**config.mk**
```make
export PLATFORM = sky130hd
export DESIGN_NAME = clld_obuf
export DESIGN_NICKNAME = d
export VERILOG_FILES = /design/src/design/clld_pkg.sv /design/src/design/clld_obuf.sv
export SDC_FILE = /design/constraint.sdc
export NUM_CORES = 1
export LEC_CHECK = 0
export BUFFER_PORTS_ARGS = -buffer_cell sky130_fd_sc_hd__buf_2
export CAP_MARGIN = 30
export CORE_MARGIN = 5
export CORE_UTILIZATION = 39
export DETAILED_ROUTE_END_ITERATION = 8
export HOLD_SLACK_MARGIN = 0.1
export PLACE_DENSITY = 0.74
export SLEW_MARGIN = 20
export SYNTH_ARGS = -nofsm -noshare
export SYNTH_HDL_FRONTEND = slang
export SYNTH_SLANG_ARGS = --single-unit
```
**constraint.sdc**
```tcl
create_clock -name clk -period 1.27 [get_ports clk]
set_input_delay 0.127 -clock clk [delete_from_list [all_inputs] [get_ports clk]]
set_output_delay 0.127 -clock clk [all_outputs]
set_load 0.1 [all_outputs]
```
**src/design/clld_pkg.sv**
```systemverilog
// types, codes and sizes for the console line discipline
// no dependencies
package clld_pkg;

  localparam int LINE_CAPACITY = 256;
  localparam int QUEUE_DEPTH   = 1024;

  localparam int LA = (LINE_CAPACITY > 1) ? $clog2(LINE_CAPACITY) : 1;
  localparam int QA = (QUEUE_DEPTH > 1) ? $clog2(QUEUE_DEPTH) : 1;
  localparam int QF = $clog2(QUEUE_DEPTH + 1);

  localparam logic [7:0] KEY_INTR   = 8'h03;
  localparam logic [7:0] KEY_EOF    = 8'h04;
  localparam logic [7:0] KEY_BS     = 8'h08;
  localparam logic [7:0] KEY_NL     = 8'h0A;
  localparam logic [7:0] KEY_STOP   = 8'h1A;
  localparam logic [7:0] KEY_SPACE  = 8'd32;
  localparam logic [7:0] KEY_TILDE  = 8'd126;

  localparam logic [6:0] CHAR_NL    = 7'h0A;
  localparam logic [6:0] CHAR_BS    = 7'h08;
  localparam logic [6:0] CHAR_CARET = 7'h5E;
  localparam logic [6:0] CHAR_C     = 7'h43;
  localparam logic [6:0] CHAR_Z     = 7'h5A;

  typedef enum logic [1:0] {
    F_KEY   = 2'd0,
    F_READ  = 2'd1,
    F_SET   = 2'd2,
    F_CLEAR = 2'd3
  } func_t;

  typedef enum logic [2:0] {
    K_ECHO   = 3'd0,
    K_BS     = 3'd1,
    K_SIGNAL = 3'd2,
    K_WAKE   = 3'd3,
    K_DATA   = 3'd4,
    K_EMPTY  = 3'd5,
    K_EOF    = 3'd6
  } kind_t;

  typedef enum logic [2:0] {
    S_IDLE,
    S_ONE,
    S_SIG,
    S_NL,
    S_COPY,
    S_RDW
  } state_t;

  typedef struct packed {
    kind_t       kind;
    logic [6:0]  char_out;
    logic        signal_code;
    logic [15:0] target_owner;
    logic        last;
  } result_t;

endpackage

```
**src/design/clld_obuf.sv**
```systemverilog
// output register between the sequencer and the result stream
// depends on clld_pkg
module clld_obuf (
  input  logic              clk,
  input  logic              rst,
  input  logic              in_valid,
  output logic              in_ready,
  input  clld_pkg::result_t in_word,
  output logic              out_valid,
  input  logic              out_ready,
  output clld_pkg::result_t out_word
);

  assign in_ready = !out_valid || out_ready;

  always_ff @(posedge clk) begin
    if (rst) begin
      out_valid <= 1'b0;
    end else if (in_ready) begin
      out_valid <= in_valid;
    end
  end

  always_ff @(posedge clk) begin
    if (in_ready && in_valid) begin
      out_word <= in_word;
    end
  end

endmodule

```
### Word level (Yosys, flattened, before mapping)

Cells that the tools add are included.

| word-level totals | value |
|---|---|
| bits in read-only memories | 0 |
| register bits after elaboration | 29 |
| input bits | 32 |
| memories | 0 |
| logic and storage cells | 9 |
| RAM bits | 0 |
| bits in latches | 0 |
| output and inout bits | 30 |

| operators by class | value |
|---|---|
| bitwise operators | 0 |
| reductions and logical operators | 3 |
| $mul | 0 |
| magnitude comparators | 0 |
| mux-type cells | 0 |
| equal/unequal tests | 0 |
| divide/modulo/power cells | 0 |
| shift-type cells | 0 |
| add/subtract/negate cells | 0 |

Operator list:

| kind | number |
|---|---|
| logical AND 1 bit | 1 |
| zero test 1 bit | 1 |
| logical OR 1 bit | 1 |

### Logic depth before layout (Yosys ltp)

| logic depth | value |
|---|---|
| depth in word-level cells | 3 |
| mapped depth | 2 |
| depth with buffers taken out | 2 |

### Worst setup path after synthesis

OpenSTA, ideal clock, no wires.

| timing path | value |
|---|---|
| kind | reg2reg |
| start point | reg out_valid |
| end point | reg out_word[0] (netlist bit) (enable) |
| required time | 996 ps |
| setup slack | -738 ps |
| path buffers | 0 |
| clock period less this slack | 2008 ps |
| setup time | 274 ps |
| stages on the path, launching flop included | 3 |
| arrival | 1734 ps |
| cell sequence | dfxtp_1 > nand2b_4 > and2_4 |

| on the way | value |
|---|---|
| longest elaborated chain between the ends | 3 |

RTL lines:

| element | RTL line | text |
|---|---|---|
| start: declaration | clld_obuf.sv:9 | `output logic out_valid,` |
| start signal: assignment | clld_obuf.sv:20 | `out_valid <= in_valid;` |
| zero test 1 bit | clld_obuf.sv:14 | `assign in_ready = !out_valid \|\| out_ready;` |
| logical OR 1 bit | clld_obuf.sv:14 |  |
| named net in_ready | clld_obuf.sv:7 | `output logic in_ready,` |
| logical AND 1 bit | clld_obuf.sv:25 | `if (in_ready && in_valid) begin` |
| end signal: assignment | clld_obuf.sv:26 | `out_word <= in_word;` |
| end: declaration | clld_obuf.sv:11 | `output clld_pkg::result_t out_word` |

The timed path passes the listed nets, and every way through them passes these cells.
A chain may end at the register's enable or synchronous reset.

### Worst setup path after layout

| timing path | value |
|---|---|
| start point | reg out_word[12] (netlist bit) |
| end point | out out_word[12] (netlist bit) |

No word-level cell between the ends.

==> reports/results.md <==
| Item | Reported | Unit |
|---|---|---|
| Result of the run | completed | - |
| VDD IR-drop max | 0.903 | mV |
| Cells taking the most area after synthesis | edfxtp_1, dfxtp_1, nand2b_4, a21oi_2, and2_4 | - |
| Max cap viols | 0 | - |
| Final setup slack of the worst path | 0.0557 | ns |
| Share of the synthesized area in the top cell type | 93.9 | % |
| Final TNS setup | 0 | ns |
| #FFs+latches synth | 29 | - |
| Final Hold Viols | 0 | - |
| Area of the die | 3360 | um2 |
| Buffers and inverters on the worst path | 1 | - |
| Total wire length after detailed routing | 2.24 | mm |
| Final net count | 163 | - |
| Leading area contributor after synthesis | edfxtp_1 | - |
| Clock sink count | 29 | - |
| Number of antenna violations at the first check in global routing | 0 | - |
| Cells after DPL | 122 | - |
| Min-delay worst type | primary input to flip-flop | - |
| Worst-margin pin slew | 0.501 | ns |
| Via count of the first global-routing pass | 734 | - |
| Min Hold Slack | 0.362 | ns |
| Placeable core area | 2210 | um2 |
| PortBufs | 61 | - |
| Crit path required time | 1.14 | ns |
| Seq/Total Area, Yosys | 96.1 | % |
| Fill cell count | 163 | - |
| Number of standard cells in the final layout excluding fillers | 160 | - |
| Count of nets left with antenna violations after detail routing | 0 | - |
| Nets in the synthesized netlist | 65 | - |
| Number of instances in the synthesized netlist | 33 | - |
| Pleak | 0.000704 | uW |
| Post-synthesis area per instance | 27.1 | um2 |
| Data arrival time of the worst path | 1.09 | ns |
| Relative max-transition margin | 66.8 | % |
| Routed len/inst | 14.0 | um |
| Pwr Density | 1390 | nW/um2 |
| Max incr delay on CP | 0.42 | ns |
| Die height | 57.9 | um |
| 1st-iter DRT viols | 11 | - |
| Detailed-routing iteration count for the pre-antenna-repair pass | 4 | - |
| Chain of cells forming the critical path | buf_2 | - |
| Commonest cells after routing, fill and taps aside | buf_2, dlygate4sd3_1, edfxtp_1 | - |
| Global-route congestion overflow total | 0 | - |
| Most common cell after layout, fill and taps aside | buf_2 | - |
| Worst setup path startpoint | out_word[12]$_DFFE_PP_ | - |
| Share of layout cells above drive strength 1 | 54.5 | % |
| Fmax | 824 | MHz |
| Critical path start-end classification | flip-flop to output port | - |
| Launch instance of the worst register-to-register path | out_valid$_SDFFE_PP0P_ | - |
| Area growth from synthesis to layout | 79.3 | % |
| Yosys cell types | 6 | - |
| Number of setup violations in the final report | 0 | - |
| Global-route wire length before repair | 3.44 | mm |
| Top delay family on crit path | buffers and inverters | - |
| Slowest-stage cell, CP | buf_2 | - |
| FP Rows | 17 | - |
| Period minus WS final | 1.21 | ns |
| Share of the cycle needed by the critical path after routing | 95.6 | % |
| Post-DR vias/cell | 4.24 | - |
| Final routed DRC violation total | 0 | - |
| Number of cells upsized or downsized after cts | 0 | - |
| Clock latency of the later-clocked register in the worst-skew pair | 0.31 | ns |
| CTS tree | done | - |
| Setup slack at placement | 0.118 | ns |
| Number of antenna cells inserted | 0 | - |
| Ys Warns | 0 | - |
| Detailed-route via count | 678 | - |
| Pin count of the biggest net entering global routing | 29 | - |
| Largest driver fanout on the critical path | 1 | - |
| Hold Startpoint | in_valid | - |
| Hold bufs inserted after CTS | 30 | - |
| Synth Cell Area | 896 | um2 |
| Starting utilization of the core area | 40.5 | % |
| Top-level port count | 62 | - |
| Buffer levels on the longest clock path | 2 | - |
| Routability-driven placement congestion ratio | 0.817 | - |
| Width of the chip | 57.9 | um |
| Type of element capturing the critical path | output port | - |
| Clock root buffer master | clkbuf_4 | - |
| Final Skew | 0.00795 | ns |
| RSZ-0062 raised after global routing | no | - |
| CTS clock-pin slew for the worst setup and hold paths | 0.09 | ns |
| Final max-slew violation count | 0 | - |
| Post-CTS setup buffers | 0 | - |
| Number of levels the H-tree was split into | 2 | - |
| Global-route total usage across every layer | 14.3 | % |
| Utilization after layout | 72.6 | % |
| Startpoint type of the worst setup path | flip-flop | - |
| Clock buffers created by TritonCTS | 5 | - |
==> kinds of logic after synthesis <==
group | count (synthesis) | share of synthesized area [%]
compound gates | 1 | 0.978
flops | 29 | 96.1
buf+inv | 1 | 0.419
simple gates | 2 | 2.51
==> power breakdown <==
group	switching, uW	total (uW)	internal, uW
Combinational	471	611	140
Clock	290	500	210
Sequential	13.2	1130	1110
==> layout make-up <==
| cell class | count | area [um2] | area share (%) |
|---|---|---|---|
| flip-flops and latches | 29 | 865 | 53.8 |
| multi-input cells | 3 | 31.3 | 1.95 |
| clock buffers | 6 | 41.3 | 2.57 |
| well taps | 28 | 35.0 | 2.18 |
| inverters | 1 | 3.75 | 0.234 |
| repair buffers | 91 | 621 | 38.6 |
| clock inverters | 2 | 10.0 | 0.623 |
==> Yosys cell counts <==
cell and instances:
inv_1 1, and2_4 1, edfxtp_1 28, dfxtp_1 1, nand2b_4 1, a21oi_2 1
==> metal layers <==
layer	track usage (%)	part of all wire (%)	vias up
li1	-	-	324
met1	12.7	32	318
met2	26.5	58	29
met3	6.01	6.7	7
met4	8.61	3.9	0
met5	0	0	-
==> flip-flops by register name, summed over array words and instances, names as in the netlist <==
| register | flops |
|---|---|
| out_word | 28 |
| out_valid | 1 |
==> metrics by stage <==
stage	instance area, um2	power (uW)
after detailed placement	1250	1690
after global placement	1250	1680
after CTS	1610	2250
after floorplan	900	1580
final	1610	2240
after global routing	1610	2340
==> worst paths after layout <==
kind              slack [ns]  depth (start not counted)                      to
hold reg to reg         0.90                          2   out_word[8]$_DFFE_PP_
setup / recovery        0.06                          1            out_word[12]
hold / removal          0.36                          2   out_word[8]$_DFFE_PP_
setup reg to reg        0.11                          3  out_valid$_SDFFE_PP0P_
Note: power is estimated with default switching activity, not from simulation.
